**src/hdl/gsc_pkg.sv**
```systemverilog
`default_nettype none

package gsc_pkg;

	// window and field sizes
	localparam int WINDOW_LENGTH = 8;
	localparam int POS_W         = $clog2(WINDOW_LENGTH + 1);
	localparam int DIST_W        = 12;
	localparam int HCNT_W        = 7;
	localparam int SUM_W         = 20;
	localparam int VCNT_W        = 8;
	localparam int LMAJ_W        = 7;
	localparam int DMAJ_W        = 8;
	localparam int PROD_W        = SUM_W + VCNT_W;
	localparam int QUO_W         = DIST_W;
	localparam int DSTEP_W       = $clog2(QUO_W);
	localparam int GEST_W        = 3;

	// configuration port
	localparam int ADDR_W = 5;
	localparam int DATA_W = 32;
	localparam int RIDX_W = 3;

	localparam logic [RIDX_W-1:0] REG_MIN_HIGH  = 3'd0;
	localparam logic [RIDX_W-1:0] REG_MAX_HIGH  = 3'd1;
	localparam logic [RIDX_W-1:0] REG_LEVEL_MAJ = 3'd2;
	localparam logic [RIDX_W-1:0] REG_DIST_MAJ  = 3'd3;
	localparam logic [RIDX_W-1:0] REG_DELTA     = 3'd4;

	// gesture codes
	localparam logic [GEST_W-1:0] GEST_NONE        = 3'd0;
	localparam logic [GEST_W-1:0] GEST_PULL        = 3'd1;
	localparam logic [GEST_W-1:0] GEST_PUSH        = 3'd2;
	localparam logic [GEST_W-1:0] GEST_SWIPE_LEFT  = 3'd3;
	localparam logic [GEST_W-1:0] GEST_SWIPE_RIGHT = 3'd4;

	// sequencer states
	typedef enum logic [2:0] {
		ST_IDLE,
		ST_LEFT,
		ST_RIGHT,
		ST_MUL,
		ST_CMP,
		ST_DIV,
		ST_DONE
	} state_t;

endpackage

`default_nettype wire

```
**src/hdl/two_sensor_gesture_classifier.sv**
```systemverilog
// An item is taken in ST_IDLE; its left and right readings accumulate in ST_LEFT, ST_RIGHT.
// The item that closes a window adds 4 multiply steps, a compare state, 12 divide steps
// (only when the mean is valid) and ST_DONE, which loads the output register once it is free.
// Items are taken only in ST_IDLE: no new item is taken before the last one is through.
// A shared adder, one shared multiplier and a one-bit-per-cycle divider serve these steps.
// arst_n clears the sequencer, window counters, history, configuration registers and out_valid.
`default_nettype none

module two_sensor_gesture_classifier (
	input  wire logic                                clk,
	input  wire logic                                arst_n,
	// input channel
	input  wire logic                                in_valid,
	output logic                                     in_ready,
	input  wire logic [gsc_pkg::DIST_W-1:0]          left_distance,
	input  wire logic [gsc_pkg::DIST_W-1:0]          right_distance,
	// output channel
	output logic                                     out_valid,
	input  wire logic                                out_ready,
	output logic [gsc_pkg::GEST_W-1:0]               gesture,
	output logic [gsc_pkg::DIST_W-1:0]               mean_distance,
	output logic                                     mean_valid,
	output logic                                     left_level,
	output logic                                     right_level,
	// configuration port
	input  wire logic                                psel,
	input  wire logic                                penable,
	input  wire logic                                pwrite,
	input  wire logic [gsc_pkg::ADDR_W-1:0]          paddr,
	input  wire logic [gsc_pkg::DATA_W-1:0]          pwdata,
	output logic [gsc_pkg::DATA_W-1:0]               prdata,
	output logic                                     pready
);

	gsc_pkg::state_t state_q, state_nxt;

	// configuration registers
	logic [gsc_pkg::DIST_W-1:0] min_high_q;
	logic [gsc_pkg::DIST_W-1:0] max_high_q;
	logic [gsc_pkg::LMAJ_W-1:0] level_maj_q;
	logic [gsc_pkg::DMAJ_W-1:0] dist_maj_q;
	logic [gsc_pkg::DIST_W-1:0] delta_q;

	// latched input word
	logic [gsc_pkg::DIST_W-1:0] left_q, right_q;

	// window state
	logic [gsc_pkg::POS_W-1:0]  pos_q;
	logic [gsc_pkg::HCNT_W-1:0] left_cnt_q, right_cnt_q;
	logic [gsc_pkg::SUM_W-1:0]  sum_q;
	logic [gsc_pkg::VCNT_W-1:0] vcnt_q;

	// previous window
	logic [gsc_pkg::SUM_W-1:0]  prior_sum_q;
	logic [gsc_pkg::VCNT_W-1:0] prior_vcnt_q;
	logic                       prior_mean_valid_q;
	logic [1:0]                 prior_levels_q;
	logic                       prior_levels_valid_q;

	// multiply and divide working registers
	logic [1:0]                  mstep_q;
	logic [gsc_pkg::PROD_W-1:0]  cur_q, pre_q, lim_q;
	logic [gsc_pkg::SUM_W-1:0]   tmp_q;
	logic [gsc_pkg::SUM_W-1:0]   rem_q;
	logic [gsc_pkg::QUO_W-1:0]   quo_q;
	logic [gsc_pkg::DSTEP_W-1:0] dstep_q;

	// classified window waiting for the output register
	logic [gsc_pkg::GEST_W-1:0] gest_q;
	logic                       valid_q;
	logic                       lvl_l_q, lvl_r_q;

	// output register
	logic                       out_valid_q;
	logic [gsc_pkg::GEST_W-1:0] out_gest_q;
	logic [gsc_pkg::DIST_W-1:0] out_mean_q;
	logic                       out_mvalid_q;
	logic                       out_lvl_l_q, out_lvl_r_q;

	logic in_acc, out_acc, out_load, cfg_wr;
	logic [gsc_pkg::RIDX_W-1:0] cfg_idx;

	assign in_acc  = in_valid && in_ready;
	assign out_acc = out_valid_q && out_ready;
	assign cfg_wr  = psel && penable && pwrite;
	assign cfg_idx = paddr[gsc_pkg::ADDR_W-1:2];
	assign pready  = 1'b1;

	// configuration write
	always_ff @(posedge clk or negedge arst_n) begin
		if (!arst_n) begin
			min_high_q  <= '0;
			max_high_q  <= '1;
			level_maj_q <= gsc_pkg::LMAJ_W'(4);
			dist_maj_q  <= gsc_pkg::DMAJ_W'(8);
			delta_q     <= gsc_pkg::DIST_W'(5);
		end else if (cfg_wr) begin
			case (cfg_idx)
				gsc_pkg::REG_MIN_HIGH:  min_high_q  <= pwdata[gsc_pkg::DIST_W-1:0];
				gsc_pkg::REG_MAX_HIGH:  max_high_q  <= pwdata[gsc_pkg::DIST_W-1:0];
				gsc_pkg::REG_LEVEL_MAJ: level_maj_q <= pwdata[gsc_pkg::LMAJ_W-1:0];
				gsc_pkg::REG_DIST_MAJ:  dist_maj_q  <= pwdata[gsc_pkg::DMAJ_W-1:0];
				gsc_pkg::REG_DELTA:     delta_q     <= pwdata[gsc_pkg::DIST_W-1:0];
				default: ;
			endcase
		end
	end

	// configuration read
	always_comb begin
		case (cfg_idx)
			gsc_pkg::REG_MIN_HIGH:  prdata = gsc_pkg::DATA_W'(min_high_q);
			gsc_pkg::REG_MAX_HIGH:  prdata = gsc_pkg::DATA_W'(max_high_q);
			gsc_pkg::REG_LEVEL_MAJ: prdata = gsc_pkg::DATA_W'(level_maj_q);
			gsc_pkg::REG_DIST_MAJ:  prdata = gsc_pkg::DATA_W'(dist_maj_q);
			gsc_pkg::REG_DELTA:     prdata = gsc_pkg::DATA_W'(delta_q);
			default:                prdata = '0;
		endcase
	end

	// shared accumulate adder: left reading in ST_LEFT, right reading in ST_RIGHT
	logic [gsc_pkg::DIST_W-1:0] acc_dist;
	logic                       acc_hit;
	logic [gsc_pkg::SUM_W-1:0]  acc_sum;

	assign acc_dist = (state_q == gsc_pkg::ST_LEFT) ? left_q : right_q;
	assign acc_hit  = (acc_dist >= min_high_q) && (acc_dist <= max_high_q);
	assign acc_sum  = sum_q + gsc_pkg::SUM_W'(acc_dist);

	// shared multiplier, operands chosen by the step count
	logic [gsc_pkg::SUM_W-1:0]  mul_a;
	logic [gsc_pkg::VCNT_W-1:0] mul_b;
	logic [gsc_pkg::PROD_W-1:0] mul_p;

	always_comb begin
		case (mstep_q)
			2'd0:    begin mul_a = sum_q;                      mul_b = prior_vcnt_q; end
			2'd1:    begin mul_a = prior_sum_q;                mul_b = vcnt_q;       end
			2'd2:    begin mul_a = gsc_pkg::SUM_W'(delta_q);   mul_b = vcnt_q;       end
			default: begin mul_a = tmp_q;                      mul_b = prior_vcnt_q; end
		endcase
	end
	assign mul_p = gsc_pkg::PROD_W'(mul_a) * gsc_pkg::PROD_W'(mul_b);

	// window close: levels, mean validity and gesture
	logic                       cls_lvl_l, cls_lvl_r, cls_valid, cur_gt;
	logic [gsc_pkg::PROD_W-1:0] cls_diff;
	logic [gsc_pkg::GEST_W-1:0] cls_gest;

	always_comb begin
		cls_lvl_l = (left_cnt_q >= level_maj_q);
		cls_lvl_r = (right_cnt_q >= level_maj_q);
		cls_valid = (vcnt_q != '0) && (vcnt_q >= dist_maj_q);
		cur_gt    = (cur_q > pre_q);
		cls_diff  = cur_gt ? (cur_q - pre_q) : (pre_q - cur_q);
		cls_gest  = gsc_pkg::GEST_NONE;
		if (cls_valid && prior_mean_valid_q && (prior_vcnt_q != '0) && (cls_diff >= lim_q)) begin
			cls_gest = cur_gt ? gsc_pkg::GEST_PULL : gsc_pkg::GEST_PUSH;
		end else if (prior_levels_valid_q) begin
			if (!prior_levels_q[0] && cls_lvl_l && prior_levels_q[1] && !cls_lvl_r) begin
				cls_gest = gsc_pkg::GEST_SWIPE_LEFT;
			end else if (prior_levels_q[0] && !cls_lvl_l && !prior_levels_q[1] && cls_lvl_r) begin
				cls_gest = gsc_pkg::GEST_SWIPE_RIGHT;
			end
		end
	end

	// restoring divide step, one quotient bit per cycle
	logic [gsc_pkg::SUM_W-1:0] div_sub;
	logic                      div_ge;

	assign div_sub = gsc_pkg::SUM_W'(prior_vcnt_q) << dstep_q;
	assign div_ge  = (rem_q >= div_sub);

	// next state
	always_comb begin
		state_nxt = state_q;
		case (state_q)
			gsc_pkg::ST_IDLE:  if (in_valid) state_nxt = gsc_pkg::ST_LEFT;
			gsc_pkg::ST_LEFT:  state_nxt = gsc_pkg::ST_RIGHT;
			gsc_pkg::ST_RIGHT: begin
				if (pos_q == gsc_pkg::POS_W'(gsc_pkg::WINDOW_LENGTH - 1))
					state_nxt = gsc_pkg::ST_MUL;
				else
					state_nxt = gsc_pkg::ST_IDLE;
			end
			gsc_pkg::ST_MUL:   if (mstep_q == 2'd3) state_nxt = gsc_pkg::ST_CMP;
			gsc_pkg::ST_CMP:   state_nxt = cls_valid ? gsc_pkg::ST_DIV : gsc_pkg::ST_DONE;
			gsc_pkg::ST_DIV:   if (dstep_q == '0) state_nxt = gsc_pkg::ST_DONE;
			gsc_pkg::ST_DONE:  if (!out_valid_q || out_ready) state_nxt = gsc_pkg::ST_IDLE;
			default:           state_nxt = gsc_pkg::ST_IDLE;
		endcase
	end

	// sequencer outputs
	always_comb begin
		in_ready = 1'b0;
		out_load = 1'b0;
		case (state_q)
			gsc_pkg::ST_IDLE: in_ready = 1'b1;
			gsc_pkg::ST_DONE: out_load = !out_valid_q || out_ready;
			default: ;
		endcase
	end

	always_ff @(posedge clk or negedge arst_n) begin
		if (!arst_n)
			state_q <= gsc_pkg::ST_IDLE;
		else
			state_q <= state_nxt;
	end

	// input word latch
	always_ff @(posedge clk) begin
		if (in_acc) begin
			left_q  <= left_distance;
			right_q <= right_distance;
		end
	end

	// window accumulation, close and history update
	always_ff @(posedge clk or negedge arst_n) begin
		if (!arst_n) begin
			pos_q                <= '0;
			left_cnt_q           <= '0;
			right_cnt_q          <= '0;
			sum_q                <= '0;
			vcnt_q               <= '0;
			prior_sum_q          <= '0;
			prior_vcnt_q         <= '0;
			prior_mean_valid_q   <= 1'b0;
			prior_levels_q       <= '0;
			prior_levels_valid_q <= 1'b0;
			mstep_q              <= '0;
			dstep_q              <= '0;
		end else begin
			case (state_q)
				gsc_pkg::ST_LEFT: begin
					if (acc_hit) begin
						left_cnt_q <= left_cnt_q + 1'b1;
						sum_q      <= acc_sum;
						vcnt_q     <= vcnt_q + 1'b1;
					end
				end
				gsc_pkg::ST_RIGHT: begin
					if (acc_hit) begin
						right_cnt_q <= right_cnt_q + 1'b1;
						sum_q       <= acc_sum;
						vcnt_q      <= vcnt_q + 1'b1;
					end
					pos_q   <= pos_q + 1'b1;
					mstep_q <= '0;
				end
				gsc_pkg::ST_MUL: mstep_q <= mstep_q + 1'b1;
				gsc_pkg::ST_CMP: begin
					prior_sum_q          <= sum_q;
					prior_vcnt_q         <= vcnt_q;
					prior_mean_valid_q   <= cls_valid;
					prior_levels_q       <= {cls_lvl_r, cls_lvl_l};
					prior_levels_valid_q <= 1'b1;
					pos_q                <= '0;
					left_cnt_q           <= '0;
					right_cnt_q          <= '0;
					sum_q                <= '0;
					vcnt_q               <= '0;
					dstep_q              <= gsc_pkg::DSTEP_W'(gsc_pkg::QUO_W - 1);
				end
				gsc_pkg::ST_DIV: dstep_q <= dstep_q - 1'b1;
				default: ;
			endcase
		end
	end

	// multiplier products, classification and divider datapath
	always_ff @(posedge clk) begin
		case (state_q)
			gsc_pkg::ST_MUL: begin
				case (mstep_q)
					2'd0:    cur_q <= mul_p;
					2'd1:    pre_q <= mul_p;
					2'd2:    tmp_q <= mul_p[gsc_pkg::SUM_W-1:0];
					default: lim_q <= mul_p;
				endcase
			end
			gsc_pkg::ST_CMP: begin
				gest_q  <= cls_gest;
				valid_q <= cls_valid;
				lvl_l_q <= cls_lvl_l;
				lvl_r_q <= cls_lvl_r;
				rem_q   <= sum_q;
				quo_q   <= '0;
			end
			gsc_pkg::ST_DIV: begin
				if (div_ge)
					rem_q <= rem_q - div_sub;
				quo_q <= {quo_q[gsc_pkg::QUO_W-2:0], div_ge};
			end
			default: ;
		endcase
	end

	// output register
	always_ff @(posedge clk or negedge arst_n) begin
		if (!arst_n)
			out_valid_q <= 1'b0;
		else if (out_load)
			out_valid_q <= 1'b1;
		else if (out_acc)
			out_valid_q <= 1'b0;
	end

	always_ff @(posedge clk) begin
		if (out_load) begin
			out_gest_q   <= gest_q;
			out_mean_q   <= valid_q ? quo_q : '0;
			out_mvalid_q <= valid_q;
			out_lvl_l_q  <= lvl_l_q;
			out_lvl_r_q  <= lvl_r_q;
		end
	end

	assign out_valid     = out_valid_q;
	assign gesture       = out_gest_q;
	assign mean_distance = out_mean_q;
	assign mean_valid    = out_mvalid_q;
	assign left_level    = out_lvl_l_q;
	assign right_level   = out_lvl_r_q;

`ifndef SYNTHESIS
	// busy for the accumulate steps after taking a word
	a_busy_after_accept: assert property (@(posedge clk) disable iff (!arst_n)
		in_acc |=> !in_ready)
		else $error("input taken while previous word still accumulating");

	// pull and push need a valid mean
	a_push_pull_valid: assert property (@(posedge clk) disable iff (!arst_n)
		out_valid && (gesture == gsc_pkg::GEST_PULL || gesture == gsc_pkg::GEST_PUSH)
		|-> mean_valid)
		else $error("push or pull reported without a valid mean");

	// invalid mean reads as zero
	a_invalid_mean_zero: assert property (@(posedge clk) disable iff (!arst_n)
		out_valid && !mean_valid |-> mean_distance == '0)
		else $error("invalid mean not zero");

	// window position never exceeds the window length, which it reaches only while the window closes
	a_pos_range: assert property (@(posedge clk) disable iff (!arst_n)
		pos_q <= gsc_pkg::POS_W'(gsc_pkg::WINDOW_LENGTH))
		else $error("window position out of range");

	// window counters are clear once a window has closed
	a_clear_after_close: assert property (@(posedge clk) disable iff (!arst_n)
		state_q == gsc_pkg::ST_CMP |=> vcnt_q == '0 && sum_q == '0)
		else $error("window not cleared at close");
`endif

endmodule

`default_nettype wire
```
**config.mk**
```make
export PLATFORM = sky130hd
export DESIGN_NAME = two_sensor_gesture_classifier
export DESIGN_NICKNAME = d
export VERILOG_FILES = /design/src/hdl/gsc_pkg.sv /design/src/hdl/two_sensor_gesture_classifier.sv
export SDC_FILE = /design/constraint.sdc
export NUM_CORES = 1
export LEC_CHECK = 0
export ABC_CLOCK_PERIOD_IN_PS = 7700
export BUFFER_PORTS_ARGS = -buffer_cell sky130_fd_sc_hd__buf_2
export CAP_MARGIN = 10
export CORE_MARGIN = 2
export CORE_UTILIZATION = 40
export DETAILED_ROUTE_END_ITERATION = 16
export PLACE_DENSITY = 0.62
export SYNTH_ARGS = -nofsm -noshare
export SYNTH_HDL_FRONTEND = slang
export SYNTH_SLANG_ARGS = --single-unit
```
**constraint.sdc**
```tcl
create_clock -name clk -period 7.7 [get_ports clk]
set_clock_uncertainty 0.15 [all_clocks]
set_input_delay 1.925 -clock clk [delete_from_list [all_inputs] [get_ports clk]]
set_output_delay 1.925 -clock clk [all_outputs]
set_load 0.03 [all_outputs]
```
==> results.toml <==
[die]
core_area_mm2 = 0.06047
initial_core_util_pct = 40.56
dieArea_mm2 = 0.06331
die_w_um = 251.6
die_h_um = 251.6
rows = 90
io_pins = 121

[critical_path]
startpoint = "mstep_q[0]"
critPathMaxFanout = 21
crit_type = "reg -> reg"
worstRegToRegCells = 23
r2r-end = "pre_q[23]"
critPathCapture = "pre_q[23]"
r2r_setup_slack_ps = 510
rr_startpoint = "mstep_q[0]"
crit_arrival_ps = 7340
critical_path.startpoint_type = "flop"
cp.required_ps = 7850
cp-end-kind = "flop"

[clock_network]
cts_buffer_depth = 3
cts.sink_count = 323
ctsHoldBuffers = 0
cts_tree = "built"
cts-root-buf = "clkbuf_16"
cts_made_buffers = 38
cts_resized = 0
clk_pin_slew_ps = 60
post-cts-setup-buffers = 0
htree_num_levels = 2
clk_latency_ps = 570

[yosys]
syn-instance-count = 2587
synthMuxAreaShare_pct = 4.622
synth_common_cells = "327 x nand2_1, 307 x inv_1, 219 x ha_1"
netlist.top_cell.by_area = "edfxtp_1"
yosysMostFrequentCell = "nand2_1"
synthTopCellsByArea = "edfxtp_1 23%, dfrtp_1 13%, ha_1 11%"
yosysWarningCount = 0
synthFlopType = "edfxtp_1"
yosys.area_share.simple_pct = 14.52
synth_seq_area_share_pct = 36.79
synth-xor-area-share_pct = 2.893
synthAdderAreaFrac_pct = 20.31
synth-seq-cells = 323
async_flop_share_pct = 43.03
ys_types = 80
syn_area_per_cell_um2 = 9.480
netlist_area_mm2 = 0.02453
synth_top_family_by_area = "adder cells"
synth-edff-count = 184
synth_top_area_share_pct = 22.53
synth_compound_area_share_pct = 13.65

[placed_design]
io_buffers = 77
place_hpwl_mm = 47.91
dpl_cell_area_mm2 = 0.02562
gp_congestion = 0.8938

[layout]
nFillCells = 5700
nNetsFinal = 3030
drive_above_1_share_pct = 10.15
area_delta_synth_final_pct = 9.642
antennaDiodeCount = 0
finalInstanceArea_mm2 = 0.02689

[sta]
final.min_clock_period_ps = 7191
finalCritPeriodShare_pct = 93.39
clock.fmax_mhz = 139.1
rsz0062_at_grt = "no"
hold_viol = 0
tightest_slew_ps = 1090
slew_headroom_pct = 27.34
fin_tns_setup_ps = 0
maxSlewViolCount = 0
setup_viol = 0

[drt]
route.detailed.drc = 0
drt-initial-drc-count = 1005
via_per_inst = 5.393
first_pass_iters = 6
routed_wl_mm = 62.34
vias = 18560
drtAntennaViolNets = 0
wl_per_cell_um = 18.12

[power_and_ir_drop]
leakage_nw = 12.49
ir_drop_uv = 207.4
p_per_area_mw_per_mm2 = 306.3

[grt]
grt_pass1_vias = 18550
overflow = 0
gr-usage-all-layers_pct = 19.68
grt_pass1_wl_mm = 99.48
grt_max_degree = 84
antenna_found_initial = 0

[hold_path]
hold_depth = 0
worst_hold_path_type = "reg -> reg"
min_from = "gest_q[0]"

[run_status]
status = "finished, final reports clean"

[run]
maxCapViolCount = 0
## report_power, final
group	internal, W	leakage [nW]	total (W)	switching, W
Clock	0.00103	0.602	0.00177	0.000735
Combinational	0.00142	8.42	0.00386	0.00244
Sequential	0.00230	3.47	0.00261	0.000315
Total	0.00475	12.5	0.00824	0.00349
## worst max-delay path, cell delays in order (launching register included)
cell and delay, ps:
dfrtp_1 400, inv_1 100, ha_1 510, a222oi_1 660, nand2_1 120, o21ai_1 360
nand2b_1 220, fa_1 450, fa_1 510, inv_1 50, fa_1 470, inv_1 50
fa_1 470, inv_1 40, ha_1 340, a21o_1 180, a21oi_1 210, a21oi_1 150
o21ai_0 270, a21boi_0 160, o21ai_0 320, a21boi_0 190, o2111a_1 260, a211o_1 260
## routing by layer
layer / vias to the layer above / global-route usage (%) / share of wire [%]
met2: 491 / 32.95 / 47
li1: 8891 / - / -
met1: 9054 / 25.91 / 44
met4: 0 / 7.687 / 3.8
met5: - / 0 / 0
met3: 123 / 2.569 / 4.4
## placed cells by master (no fill, tap or decap), types with 8 or more instances in the layout
| cell type | count |
|---|---|
| nand2_1 | 326 |
| inv_1 | 306 |
| ha_1 | 219 |
| nor2_1 | 197 |
| edfxtp_1 | 184 |
| o21ai_0 | 139 |
| a21oi_1 | 136 |
| dfrtp_1 | 123 |
| fa_1 | 112 |
| buf_2 | 76 |
| a21o_1 | 75 |
| xnor2_1 | 57 |
| mux2_2 | 54 |
| mux2i_1 | 51 |
| nand2b_1 | 49 |
| clkbuf_16 | 39 |
| nand3_1 | 34 |
| buf_4 | 28 |
| nor3_1 | 27 |
| and3_1 | 26 |
| o21a_1 | 24 |
| nor2b_1 | 24 |
| xor2_1 | 24 |
| nand4_1 | 23 |
| and2_1 | 21 |
| conb_1 | 21 |
| dfstp_2 | 16 |
| o21ai_1 | 14 |
| nor4_1 | 14 |
| o31ai_1 | 12 |
| a22oi_1 | 12 |
| o211ai_1 | 12 |
| a31oi_1 | 12 |
| o22ai_1 | 11 |
| a222oi_1 | 10 |
| a211oi_1 | 10 |
| or2_2 | 8 |
## through the flow
step	hold slack (ps)	setup WS (ps)	std cells	utilization, %	total power [W]
after floorplan	250.3	1382	2606	-	0.005313
after global placement	256.9	702.6	3371	42.37	0.006331
after detailed placement	258.1	616.0	3371	42.37	0.006465
after CTS	272.4	556.3	3439	44.40	0.008264
after global routing	278.8	225.6	3441	44.47	0.008834
final	269.1	509.3	3441	44.47	0.008237
## area by class of cell
cell class | count | area, um^2 | share of cell area [%]
clock buffer | 53 | 1099 | 4.085
inverter | 310 | 1164 | 4.327
sequential | 323 | 9024 | 33.56
multi-input combinational | 1851 | 13850 | 51.52
clock inverter | 15 | 128.9 | 0.4792
timing repair buffer | 107 | 644.4 | 2.396
tap | 782 | 978.4 | 3.639
## cells by family (layout without fill, tap and decap cells)
kind of cell | count (synthesis) | after routing
AND/OR/NAND/NOR | 782 | 782
AO/OA/AOI/OAI | 530 | 530
buffers and inverters | 432 | 485
adder cells (fa/ha/maj) | 331 | 331
flip-flops | 323 | 323
multiplexers | 106 | 106
XOR/XNOR | 81 | 81
other | 2 | 21
## worst min path at each step
stage / endpoint / slack (ps)
2_1_floorplan: gesture[0] / 250
3_3_place_gp: gesture[0] / 260
3_5_place_dp: gesture[0] / 260
4_1_cts: gesture[0] / 270
5_1_grt: gesture[0] / 280
6_report: gesture[0] / 270
## registers in the layout, indices dropped and copies added, names as in the netlist, 4 cells and up
name           count
cur_q             28
lim_q             28
pre_q             28
prior_sum_q       20
rem_q             20
sum_q             20
tmp_q             20
delta_q           12
left_q            12
max_high_q        12
mean_distance     12
min_high_q        12
quo_q             12
right_q           12
dist_maj_q         8
prior_vcnt_q       8
vcnt_q             8
left_cnt_q         7
level_maj_q        7
right_cnt_q        7
dstep_q            4
pos_q              4
Power figures use the tool's default switching activity.
